[config.mk]
export PLATFORM = sky130hd
export DESIGN_NAME = dynamic_threshold_step_detector
export DESIGN_NICKNAME = d
export VERILOG_FILES = /design/src/hdl/dtsd_pkg.sv /design/src/hdl/dtsd_front.sv /design/src/hdl/dtsd_queue.sv /design/src/hdl/dtsd_back.sv /design/src/hdl/dynamic_threshold_step_detector.sv
export SDC_FILE = /design/constraint.sdc
export NUM_CORES = 2
export LEC_CHECK = 0
export ABC_AREA = 1
export BUFFER_PORTS_ARGS = -buffer_cell sky130_fd_sc_hd__buf_2
export CORE_ASPECT_RATIO = 1.5
export CORE_UTILIZATION = 55
export CTS_CLUSTER_DIAMETER = 80
export DETAILED_ROUTE_END_ITERATION = 10
export PLACE_DENSITY = 0.71
export SLEW_MARGIN = 20
export SYNTH_ARGS = -nofsm -noshare
export SYNTH_HDL_FRONTEND = slang
export SYNTH_SLANG_ARGS = --single-unit
[constraint.sdc]
create_clock -name clk -period 9.4 [get_ports clk]
set_input_delay 0.47 -clock clk [delete_from_list [all_inputs] [get_ports clk]]
set_output_delay 0.47 -clock clk [all_outputs]
set_load 0.01 [all_outputs]
[src/hdl/dtsd_pkg.sv]
// ----------------------------------------------------------------------------
// dtsd_pkg: shared types and constants of the step detector
// widths of the scaled samples and window values, the item carried
// between front and back, the configuration bundle and its indexes
// ----------------------------------------------------------------------------
package dtsd_pkg;

  // three accelerometer axes
  localparam int AXES = 3;

  // field widths
  localparam int RAW_W = 16;
  localparam int QUO_W = 9;
  localparam int MM_W = 12;
  localparam int WIN_W = 8;
  localparam int CNT_W = 16;

  // configuration port
  localparam int CFG_IDX_W = 2;
  localparam int CFG_DATA_W = 9;
  localparam logic [CFG_IDX_W-1:0] CFG_CHANGE_PRECISION = 2'd0;
  localparam logic [CFG_IDX_W-1:0] CFG_SWING_THRESHOLD = 2'd1;
  localparam logic [CFG_IDX_W-1:0] CFG_WINDOW_LENGTH = 2'd2;

  // reset values of the configuration registers
  localparam logic [QUO_W-1:0] CHANGE_PRECISION_RST = 9'd30;
  localparam logic [QUO_W-1:0] SWING_THRESHOLD_RST = 9'd60;
  localparam logic [WIN_W-1:0] WINDOW_LENGTH_RST = 8'd50;

  // restart value of the window minimum
  localparam logic [MM_W-1:0] MIN_RESTART = 12'd2048;

  // queue between front and back
  localparam int QUEUE_DEPTH = 4;
  localparam int QPTR_W = 2;

  // scaled item as handed from front to back
  typedef struct packed {
    logic                        action;
    logic [AXES-1:0][QUO_W-1:0] quo;
    logic [CNT_W-1:0]            load_value;
  } dtsd_item_t;

  // configuration register bundle
  typedef struct packed {
    logic [QUO_W-1:0] change_precision;
    logic [QUO_W-1:0] swing_threshold;
    logic [WIN_W-1:0] window_length;
  } dtsd_cfg_t;

endpackage

[src/hdl/dtsd_front.sv]
// ----------------------------------------------------------------------------
// dtsd_front: input stage of the step detector
// registers each incoming item, splits sample from load, and scales
// the raw axis words by 1/164 with a reciprocal multiply
// ----------------------------------------------------------------------------
module dtsd_front import dtsd_pkg::*; (
  input  logic                   clk,
  input  logic                   rst,
  input  logic                   s_tvalid,
  output logic                   s_tready,
  input  logic [4*RAW_W-1:0]     s_tdata,
  input  logic                   s_tuser,
  output logic                   push,
  output dtsd_item_t             push_item,
  input  logic                   q_full
);

  // 164 = 4 * 41: drop two bits, then multiply by ceil(2^20 / 41)
  localparam int RAW_DIVISOR = 164;
  localparam int RAW_PRE_SHIFT = 2;
  localparam int RAW_ODD = RAW_DIVISOR >> RAW_PRE_SHIFT;
  localparam int RECIP_SHIFT = 20;
  localparam int RECIP_W = 15;
  localparam int RECIP_PROD_W = RAW_W - RAW_PRE_SHIFT + RECIP_W;
  localparam logic [RECIP_W-1:0] RAW_RECIP =
    RECIP_W'(((1 << RECIP_SHIFT) + RAW_ODD - 1) / RAW_ODD);

  logic                         f_valid;
  logic                         f_action;
  logic [AXES-1:0][RAW_W-1:0]   f_raw;
  logic [CNT_W-1:0]             f_load;
  logic                         accept;
  logic [RECIP_PROD_W-1:0]      prod [AXES];

  // handshake: hold stage frees when its item goes to the queue
  assign s_tready = !f_valid || !q_full;
  assign accept = s_tvalid && s_tready;
  assign push = f_valid && !q_full;

  // input hold stage
  always_ff @(posedge clk) begin
    if (rst) begin
      f_valid <= 1'b0;
    end else if (accept) begin
      f_valid <= 1'b1;
    end else if (push) begin
      f_valid <= 1'b0;
    end
  end

  always_ff @(posedge clk) begin
    if (accept) begin
      f_action <= s_tuser;
      f_raw <= s_tdata[AXES*RAW_W-1:0];
      f_load <= s_tdata[AXES*RAW_W +: CNT_W];
    end
  end

  // scale each axis by 1/164
  always_comb begin
    for (int a = 0; a < AXES; a++) begin
      prod[a] = RECIP_PROD_W'(f_raw[a][RAW_W-1:RAW_PRE_SHIFT]) *
                RECIP_PROD_W'(RAW_RECIP);
    end
  end

  always_comb begin
    push_item.action = f_action;
    push_item.load_value = f_load;
    for (int a = 0; a < AXES; a++) begin
      push_item.quo[a] = prod[a][RECIP_SHIFT +: QUO_W];
    end
  end

endmodule

[src/hdl/dtsd_queue.sv]
// ----------------------------------------------------------------------------
// dtsd_queue: short item queue between front and back
// four entries in registers, one write and one read a cycle
// ----------------------------------------------------------------------------
module dtsd_queue import dtsd_pkg::*; (
  input  logic       clk,
  input  logic       rst,
  input  logic       push,
  input  dtsd_item_t push_item,
  output logic       full,
  input  logic       pop,
  output logic       valid,
  output dtsd_item_t head
);

  dtsd_item_t          slots [QUEUE_DEPTH];
  logic [QPTR_W-1:0]   wr_ptr;
  logic [QPTR_W-1:0]   rd_ptr;
  logic [QPTR_W:0]     count;

  assign full = count == (QPTR_W+1)'(QUEUE_DEPTH);
  assign valid = count != '0;
  assign head = slots[rd_ptr];

  // pointers and occupancy
  always_ff @(posedge clk) begin
    if (rst) begin
      wr_ptr <= '0;
      rd_ptr <= '0;
      count <= '0;
    end else begin
      if (push) begin
        wr_ptr <= wr_ptr + 1'b1;
      end
      if (pop) begin
        rd_ptr <= rd_ptr + 1'b1;
      end
      if (push && !pop) begin
        count <= count + 1'b1;
      end else if (pop && !push) begin
        count <= count - 1'b1;
      end
    end
  end

  // entry storage
  always_ff @(posedge clk) begin
    if (push) begin
      slots[wr_ptr] <= push_item;
    end
  end

endmodule

[src/hdl/dtsd_back.sv]
// ----------------------------------------------------------------------------
// dtsd_back: averaging, window tracking and step decision
// five stages moving together: accumulate, average, window update,
// swing and midpoint, step decision into the output register
// ----------------------------------------------------------------------------
module dtsd_back import dtsd_pkg::*; #(
  parameter int AVERAGE_DEPTH = 4
) (
  input  logic             clk,
  input  logic             rst,
  input  dtsd_cfg_t        cfg,
  input  logic             q_valid,
  input  dtsd_item_t       q_item,
  output logic             pop,
  output logic             m_tvalid,
  input  logic             m_tready,
  output logic [CNT_W-1:0] m_tdata,
  output logic [1:0]       m_tuser
);

  localparam int FILL_W = $clog2(AVERAGE_DEPTH);
  localparam int SUM_W = QUO_W + FILL_W;
  localparam logic [FILL_W-1:0] LAST_FILL = FILL_W'(AVERAGE_DEPTH - 1);
  // sum / depth as multiply by ceil(2^k / depth), exact for SUM_W-bit sums
  localparam int AVG_SHIFT = SUM_W + FILL_W;
  localparam int AVG_MULT_W = SUM_W + 2;
  localparam int PROD_W = 2 * SUM_W + 2;
  localparam logic [AVG_MULT_W-1:0] AVG_MULT =
    AVG_MULT_W'(((1 << AVG_SHIFT) + AVERAGE_DEPTH - 1) / AVERAGE_DEPTH);

  logic adv;

  // accumulate state
  logic [SUM_W-1:0]        sums [AXES];
  logic [SUM_W-1:0]        sum_add [AXES];
  logic [FILL_W-1:0]       fill_index;
  logic                    fill_last;

  // stage 1
  logic                    s1_valid;
  logic                    s1_load;
  logic                    s1_avg;
  logic [CNT_W-1:0]        s1_load_value;
  logic [SUM_W-1:0]        s1_sum [AXES];

  // stage 2
  logic [PROD_W-1:0]       avg_prod [AXES];
  logic                    s2_valid;
  logic                    s2_load;
  logic                    s2_avg;
  logic [CNT_W-1:0]        s2_load_value;
  logic [QUO_W-1:0]        s2_avg_val [AXES];

  // window state
  logic [WIN_W-1:0]        window_index;
  logic [WIN_W:0]          win_inc;
  logic                    roll;
  logic [MM_W-1:0]         current_max [AXES];
  logic [MM_W-1:0]         current_min [AXES];
  logic [MM_W-1:0]         previous_max [AXES];
  logic [MM_W-1:0]         previous_min [AXES];
  logic [QUO_W-1:0]        tracked_new [AXES];
  logic [QUO_W-1:0]        tracked_old [AXES];
  logic                    win_update;

  // stage 3
  logic                    s3_valid;
  logic                    s3_load;
  logic                    s3_avg;
  logic [CNT_W-1:0]        s3_load_value;

  // stage 4
  logic [MM_W-1:0]         swing [AXES];
  logic [MM_W:0]           mid_sum [AXES];
  logic                    s4_valid;
  logic                    s4_load;
  logic                    s4_avg;
  logic [CNT_W-1:0]        s4_load_value;
  logic [MM_W-1:0]         s4_swing [AXES];
  logic [MM_W-1:0]         s4_mid [AXES];
  logic [QUO_W-1:0]        s4_trk_old [AXES];
  logic [QUO_W-1:0]        s4_trk_new [AXES];

  // decision
  logic [AXES-1:0]         lead;
  logic [AXES-1:0]         crossing;
  logic                    step_hit;
  logic [CNT_W-1:0]        step_total;
  logic [CNT_W-1:0]        step_total_next;

  // whole pipeline moves when the output register is free
  assign adv = !m_tvalid || m_tready;
  assign pop = adv && q_valid;

  // stage 1: per-axis sums over AVERAGE_DEPTH samples
  assign fill_last = fill_index == LAST_FILL;

  always_comb begin
    for (int a = 0; a < AXES; a++) begin
      sum_add[a] = sums[a] + SUM_W'(q_item.quo[a]);
    end
  end

  always_ff @(posedge clk) begin
    if (rst) begin
      s1_valid <= 1'b0;
      s1_avg <= 1'b0;
      fill_index <= '0;
      for (int a = 0; a < AXES; a++) begin
        sums[a] <= '0;
      end
    end else if (adv) begin
      s1_valid <= q_valid;
      s1_avg <= q_valid && !q_item.action && fill_last;
      if (q_valid && !q_item.action) begin
        if (fill_last) begin
          fill_index <= '0;
          for (int a = 0; a < AXES; a++) begin
            sums[a] <= '0;
          end
        end else begin
          fill_index <= fill_index + 1'b1;
          for (int a = 0; a < AXES; a++) begin
            sums[a] <= sum_add[a];
          end
        end
      end
    end
  end

  always_ff @(posedge clk) begin
    if (adv) begin
      s1_load <= q_item.action;
      s1_load_value <= q_item.load_value;
      for (int a = 0; a < AXES; a++) begin
        s1_sum[a] <= sum_add[a];
      end
    end
  end

  // stage 2: average by reciprocal multiply
  always_comb begin
    for (int a = 0; a < AXES; a++) begin
      avg_prod[a] = PROD_W'(s1_sum[a]) * PROD_W'(AVG_MULT);
    end
  end

  always_ff @(posedge clk) begin
    if (rst) begin
      s2_valid <= 1'b0;
      s2_avg <= 1'b0;
    end else if (adv) begin
      s2_valid <= s1_valid;
      s2_avg <= s1_valid && s1_avg;
    end
  end

  always_ff @(posedge clk) begin
    if (adv) begin
      s2_load <= s1_load;
      s2_load_value <= s1_load_value;
      for (int a = 0; a < AXES; a++) begin
        s2_avg_val[a] <= avg_prod[a][AVG_SHIFT +: QUO_W];
      end
    end
  end

  // stage 3: window roll, max/min and tracked sample update
  assign win_update = adv && s2_valid && s2_avg;
  assign win_inc = {1'b0, window_index} + 1'b1;
  assign roll = win_inc > {1'b0, cfg.window_length};

  always_ff @(posedge clk) begin
    if (rst) begin
      window_index <= '0;
      for (int a = 0; a < AXES; a++) begin
        current_max[a] <= '0;
        current_min[a] <= MIN_RESTART;
        previous_max[a] <= '0;
        previous_min[a] <= '0;
        tracked_new[a] <= '0;
        tracked_old[a] <= '0;
      end
    end else if (win_update) begin
      window_index <= roll ? WIN_W'(1) : win_inc[WIN_W-1:0];
      for (int a = 0; a < AXES; a++) begin
        logic [MM_W-1:0]  base_max;
        logic [MM_W-1:0]  base_min;
        logic [MM_W-1:0]  avg_w;
        logic [QUO_W-1:0] diff;
        base_max = roll ? '0 : current_max[a];
        base_min = roll ? MIN_RESTART : current_min[a];
        avg_w = MM_W'(s2_avg_val[a]);
        diff = (s2_avg_val[a] >= tracked_new[a]) ? s2_avg_val[a] - tracked_new[a]
                                                 : tracked_new[a] - s2_avg_val[a];
        if (roll) begin
          previous_max[a] <= current_max[a];
          previous_min[a] <= current_min[a];
        end
        current_max[a] <= (avg_w > base_max) ? avg_w : base_max;
        current_min[a] <= (avg_w < base_min) ? avg_w : base_min;
        tracked_old[a] <= tracked_new[a];
        if (diff > cfg.change_precision) begin
          tracked_new[a] <= s2_avg_val[a];
        end
      end
    end
  end

  always_ff @(posedge clk) begin
    if (rst) begin
      s3_valid <= 1'b0;
      s3_avg <= 1'b0;
    end else if (adv) begin
      s3_valid <= s2_valid;
      s3_avg <= s2_valid && s2_avg;
    end
  end

  always_ff @(posedge clk) begin
    if (adv) begin
      s3_load <= s2_load;
      s3_load_value <= s2_load_value;
    end
  end

  // stage 4: swings and previous-window midpoints, snapshot of tracking
  always_comb begin
    for (int a = 0; a < AXES; a++) begin
      swing[a] = (current_max[a] >= current_min[a]) ? current_max[a] - current_min[a]
                                                   : current_min[a] - current_max[a];
      mid_sum[a] = {1'b0, previous_max[a]} + {1'b0, previous_min[a]};
    end
  end

  always_ff @(posedge clk) begin
    if (rst) begin
      s4_valid <= 1'b0;
      s4_avg <= 1'b0;
    end else if (adv) begin
      s4_valid <= s3_valid;
      s4_avg <= s3_valid && s3_avg;
    end
  end

  always_ff @(posedge clk) begin
    if (adv) begin
      s4_load <= s3_load;
      s4_load_value <= s3_load_value;
      for (int a = 0; a < AXES; a++) begin
        s4_swing[a] <= swing[a];
        s4_mid[a] <= mid_sum[a][MM_W:1];
        s4_trk_old[a] <= tracked_old[a];
        s4_trk_new[a] <= tracked_new[a];
      end
    end
  end

  // stage 5: pick the clearly leading active axis and look for a fall
  always_comb begin
    for (int a = 0; a < AXES; a++) begin
      lead[a] = s4_swing[a] >= MM_W'(cfg.swing_threshold);
      for (int b = 0; b < AXES; b++) begin
        if (b != a && !(s4_swing[a] > s4_swing[b])) begin
          lead[a] = 1'b0;
        end
      end
      crossing[a] = (MM_W'(s4_trk_old[a]) > s4_mid[a]) &&
                    (MM_W'(s4_trk_new[a]) < s4_mid[a]);
    end
  end

  assign step_hit = s4_valid && s4_avg && ((lead & crossing) != '0);

  // step total: load wins, otherwise count the step
  always_comb begin
    step_total_next = step_total;
    priority if (s4_valid && s4_load) begin
      step_total_next = s4_load_value;
    end else if (step_hit) begin
      step_total_next = step_total + 1'b1;
    end
  end

  always_ff @(posedge clk) begin
    if (rst) begin
      step_total <= '0;
      m_tvalid <= 1'b0;
    end else if (adv) begin
      step_total <= step_total_next;
      m_tvalid <= s4_valid;
    end
  end

  // output register
  always_ff @(posedge clk) begin
    if (adv) begin
      m_tdata <= step_total_next;
      m_tuser <= {step_hit, s4_avg && !s4_load};
    end
  end

endmodule

[src/hdl/dynamic_threshold_step_detector.sv]
// ----------------------------------------------------------------------------
// dynamic_threshold_step_detector: pedometer with dynamic threshold
// scales raw three-axis samples, averages them, tracks max/min per
// window and counts a step when the leading axis falls through the
// previous window's midpoint
//
//   channel  | dir | handshake          | payload
//   ---------+-----+--------------------+-------------------------------------
//   s_       | in  | s_tvalid/s_tready  | tdata: accel_x, accel_y, accel_z,
//            |     |                    |   load_value; tuser: action
//   m_       | out | m_tvalid/m_tready  | tdata: step_count;
//            |     |                    |   tuser: average_done, step_seen
//   cfg_     | in  | cfg_we             | cfg_index, cfg_data
//
// one item per cycle sustained when nothing stalls; a result passes the
// hold stage, the queue and the five back stages before it leaves
// the window and max/min update of one average is registered in back stage 3
// reset is synchronous; no clearing pass
// an output stall fills the four-entry queue, then s_tready drops
// ----------------------------------------------------------------------------
module dynamic_threshold_step_detector import dtsd_pkg::*; #(
  parameter int AVERAGE_DEPTH = 4
) (
  input  logic                  clk,
  input  logic                  rst,
  input  logic                  s_tvalid,
  output logic                  s_tready,
  // accel_x [15:0], accel_y [31:16], accel_z [47:32], load_value [63:48]
  input  logic [4*RAW_W-1:0]    s_tdata,
  // action
  input  logic                  s_tuser,
  output logic                  m_tvalid,
  input  logic                  m_tready,
  // step_count [15:0]
  output logic [CNT_W-1:0]      m_tdata,
  // average_done [0], step_seen [1]
  output logic [1:0]            m_tuser,
  input  logic                  cfg_we,
  input  logic [CFG_IDX_W-1:0]  cfg_index,
  input  logic [CFG_DATA_W-1:0] cfg_data
);

  dtsd_cfg_t   cfg;
  logic        q_push;
  logic        q_full;
  logic        q_pop;
  logic        q_valid;
  dtsd_item_t  push_item;
  dtsd_item_t  q_head;

  // configuration registers
  always_ff @(posedge clk) begin
    if (rst) begin
      cfg.change_precision <= CHANGE_PRECISION_RST;
      cfg.swing_threshold <= SWING_THRESHOLD_RST;
      cfg.window_length <= WINDOW_LENGTH_RST;
    end else if (cfg_we) begin
      unique case (cfg_index)
        CFG_CHANGE_PRECISION: cfg.change_precision <= cfg_data;
        CFG_SWING_THRESHOLD:  cfg.swing_threshold <= cfg_data;
        CFG_WINDOW_LENGTH:    cfg.window_length <= cfg_data[WIN_W-1:0];
        default: begin
        end
      endcase
    end
  end

  // front: hold stage and scaling
  dtsd_front u_front (
    .clk       (clk),
    .rst       (rst),
    .s_tvalid  (s_tvalid),
    .s_tready  (s_tready),
    .s_tdata   (s_tdata),
    .s_tuser   (s_tuser),
    .push      (q_push),
    .push_item (push_item),
    .q_full    (q_full)
  );

  // queue between front and back
  dtsd_queue u_queue (
    .clk       (clk),
    .rst       (rst),
    .push      (q_push),
    .push_item (push_item),
    .full      (q_full),
    .pop       (q_pop),
    .valid     (q_valid),
    .head      (q_head)
  );

  // back: averaging, window and step decision
  dtsd_back #(
    .AVERAGE_DEPTH (AVERAGE_DEPTH)
  ) u_back (
    .clk      (clk),
    .rst      (rst),
    .cfg      (cfg),
    .q_valid  (q_valid),
    .q_item   (q_head),
    .pop      (q_pop),
    .m_tvalid (m_tvalid),
    .m_tready (m_tready),
    .m_tdata  (m_tdata),
    .m_tuser  (m_tuser)
  );

  // last delivered count, for the step check
  logic [CNT_W-1:0] seen_count;
  logic             seen_any;

  always_ff @(posedge clk) begin
    if (rst) begin
      seen_any <= 1'b0;
      seen_count <= '0;
    end else if (m_tvalid && m_tready) begin
      seen_any <= 1'b1;
      seen_count <= m_tdata;
    end
  end

  // a step only comes with a finished average
  a_step_needs_average: assert property (@(posedge clk) disable iff (rst)
    m_tvalid |-> (m_tuser[0] || !m_tuser[1]))
    else $error("step flagged without a finished average");

  // a stalled output freezes the back end, so the queue is not drained
  a_no_pop_on_stall: assert property (@(posedge clk) disable iff (rst)
    (m_tvalid && !m_tready) |-> !q_pop)
    else $error("queue popped while output stalled");

  // a step adds exactly one to the count delivered before it
  a_step_increments: assert property (@(posedge clk) disable iff (rst)
    (m_tvalid && m_tready && m_tuser[1] && seen_any) |->
      (m_tdata == CNT_W'(seen_count + 1'b1)))
    else $error("step count did not advance by one");

  // the back end never pops an empty queue
  a_pop_needs_item: assert property (@(posedge clk) disable iff (rst)
    q_pop |-> (q_valid && !(q_push && q_full)))
    else $error("queue pop without an item");

endmodule
==> results.cfg <==
[logic_synthesis]
synth_cell_types = 66
synth_flop_cell = edfxtp_1
netlist_instances = 5103
ys_async_sr_fraction_pct = 0
ys_warn_count = 0
synth_area_leaders = edfxtp_1, ha_1, fa_1, inv_1, nand2_1
syn_avg_cell_area_sq_um = 10.2
syn_area_sq_mm = 0.0521
yosysSeqAreaShare_pct = 45.0
synth_edf_count = 732
synth_top_area_cell = edfxtp_1
synth.top_cell.area_share_pct = 42.2
ys_ff_latch = 803

[sta]
layout_min_cycle_time_ns = 5.50
period_share_pct = 58.5
slew_viol_final = 0
setup-violations-final = 0
rsz0062_at_grt = no
setup_slack_ns = 3.90
fmax_mhz = 182
tns_ns = 0
tightestPinTransition_ns = 1.00
final_hold_viol_count = 0
final.setup_skew_ns = 0.0395
relSlewSlack_pct = 33.2

[place]
hpwl_mm = 84.1
dp_slack_ns = 3.95
place_congestion = 0.925
io_buffer_count = 94
dpl-instance-area_sq_mm = 0.0539

[floorplan]
coreArea_sq_mm = 0.0934
io_pins = 101
die_h_um = 379
dieWidth_um = 253
die_area_sq_mm = 0.0959
rows = 137
start_util_pct = 55.7

[clock_tree]
cts_made_buffers = 77
clk_pin_slew_ns = 0.06
cts_tree = yes
cts-root-buf = clkbuf_16
insertion_delay_ns = 0.69
post-cts-setup-buffer-count = 0
h-tree-depth = 3
clock-sinks = 803
clock_path_buffers = 3
cts_resized = 0
cts.hold.buffers_added = 59

[worst_setup_path]
critPathLaunchType = flip-flop
rr_worst_depth = 19
reg2reg_to = u_queue.slots[0][40]
critical_path_class = flip-flop to flip-flop
critPathLaunch = u_front.f_raw[36]
end_kind = flip-flop
reg2reg_slack_ns = 3.90
r2r-start = u_front.f_raw[36]
required_ns = 9.80
crit_fanout = 7
critPathArrivalTime_ns = 5.89

[route]
ant_nets = 0
wl_met2_mm = 59.0
met1Wirelength_mm = 42.5
firstDrtPassIters = 6
drt-wirelength-per-cell_um = 16.9
top_layer_used = met5
drc = 0
drtIter0Drc = 1969
viasPerCell = 5.37
num_vias = 35418
wl_mm = 112
route.met3.wl_mm = 4.18

[layout]
syn_to_final_growth_pct = 9.83
final_area_sq_mm = 0.0572
nets = 6238
drive_gt1_share_pct = 5.97
fillers = 7619
final_cell_mix = inv_1, edfxtp_1, ha_1, nand2_1, nor2_1
layout_commonest_cell = inv_1

[outcome]
run_status = completed

[power]
ir_drop_mv = 0.199
powerDensity_mw_per_mm2 = 288
power.leakage_nw = 26.3

[global_route]
grt_pass1_vias = 36927
grt_max_degree = 125
grt_pass1_wl_mm = 182
antenna_found_initial = 7
grt_util_all_layers_pct = 24.1
grt-ovfl-total = 0

[flow_run]
cap_violations = 0

[min_path]
min_path_type = input pin to flip-flop
min_path_cells = 3
hp-start = cfg_data[4]
worstHoldEndpoint = cfg[12]
-- cells by family after synthesis --
| family | count (synthesis) | share of synthesized area (%) |
|---|---|---|
| other | 1 | 0.00720 |
| adders and majority gates | 881 | 24.1 |
| xor gates and xnor gates | 167 | 2.81 |
| DFF | 803 | 45.0 |
| AOI/OAI and AO/OA | 805 | 8.83 |
| and+or+nand+nor | 1462 | 11.7 |
| muxes | 17 | 0.332 |
| buffers and inverters | 967 | 7.22 |
-- stage by stage --
stage / std cells / power (mW) / hold WS (ns) / util [%]
CTS: 6590 / 16.6 / 0.0499 / 61.2
global placement: 6389 / 13.0 / 0.401 / 57.7
floorplan: 5108 / 11.3 / 0.400 / -
finish: 6591 / 16.5 / 0.0924 / 61.2
detailed placement: 6389 / 13.3 / 0.405 / 57.7
global route: 6590 / 18.0 / 0.0708 / 61.2
-- synth_stat cells (13+ instances only) --
cell type / instances
inv_1: 871
edfxtp_1: 732
ha_1: 676
nand2_1: 633
nor2_1: 511
a21oi_1: 312
o21ai_0: 274
fa_1: 205
nand3_1: 177
xor2_1: 138
dfxtp_1: 71
clkbuf_1: 49
o22ai_1: 48
nor3_1: 38
nand4_1: 32
xnor2_1: 29
o211ai_1: 28
a21o_1: 26
a21oi_2: 18
buf_2: 16
o21a_1: 16
or2_2: 16
mux2i_1: 15
o21bai_1: 14
and2_1: 13
-- metal layers --
metal  up-vias  GRT usage (%)
met5         -              0
met4        10           12.9
met3       267           3.39
met2       699           45.3
met1     16931           25.7
li1      17511              -
-- worst max-delay path, stage by stage, from the launching register on --
cell and delay [ns]:
edfxtp_1 0.52, inv_1 0.16, fa_1 0.53, inv_1 0.05, ha_1 0.21, fa_1 0.53
inv_1 0.05, fa_1 0.48, inv_1 0.06, fa_1 0.48, ha_1 0.31, nand2_1 0.05
o31ai_1 0.60, a21oi_1 0.17, o21ai_0 0.42, nand2_1 0.09, o211ai_1 0.17, nand3_1 0.15
nand3_1 0.10, nand2_1 0.11
-- report_power, final --
part           internal (mW)  total [mW]  switching [mW]
Combinational           2.87        7.72            4.85
Sequential              5.13        5.51           0.376
Clock                   1.85        3.26            1.41
Total                   9.84        16.5            6.64
-- worst max-delay path by stage --
stage	depth (start not counted)	to	slack [ns]
CTS	19	u_queue.slots[0][40]	3.93
floorplan	17	u_back.previous_max[0][0]	1.41
global route	19	u_queue.slots[1][40]	3.59
finish	19	u_queue.slots[0][40]	3.90
global placement	19	u_queue.slots[0][40]	3.97
detailed placement	19	u_queue.slots[0][40]	3.95
-- sequential cells by signal (all words and copies together) (netlist names), 26 cells and up, named ones only --
name	count
u_back.s4_trk_old	27
cfg	26
u_back.s4_trk_new	27
u_back.sums	33
u_back.previous_max	36
u_back.tracked_old	27
u_queue.slots	176
u_back.tracked_new	27
u_back.s1_sum	27
u_back.s4_swing	36
u_back.previous_min	36
u_back.s2_avg_val	27
u_back.current_min	36
u_back.s4_mid	36
u_front.f_raw	42
u_back.current_max	36
-- final cells by class --
type                            instances  area [sq um]  share of cell area (%)
Antenna cell                            1          2.50                 0.00438
Clock buffer                          102          2090                    3.66
Clock inverter                         40           574                    1.00
Inverter                              877          3300                    5.77
Multi-Input combinational cell       3338         25000                    43.7
Sequential cell                       803         23400                    40.9
Tap cell                             1251          1570                    2.74
Timing Repair Buffer                  179          1260                    2.20
Power figures use the tool's default switching activity.
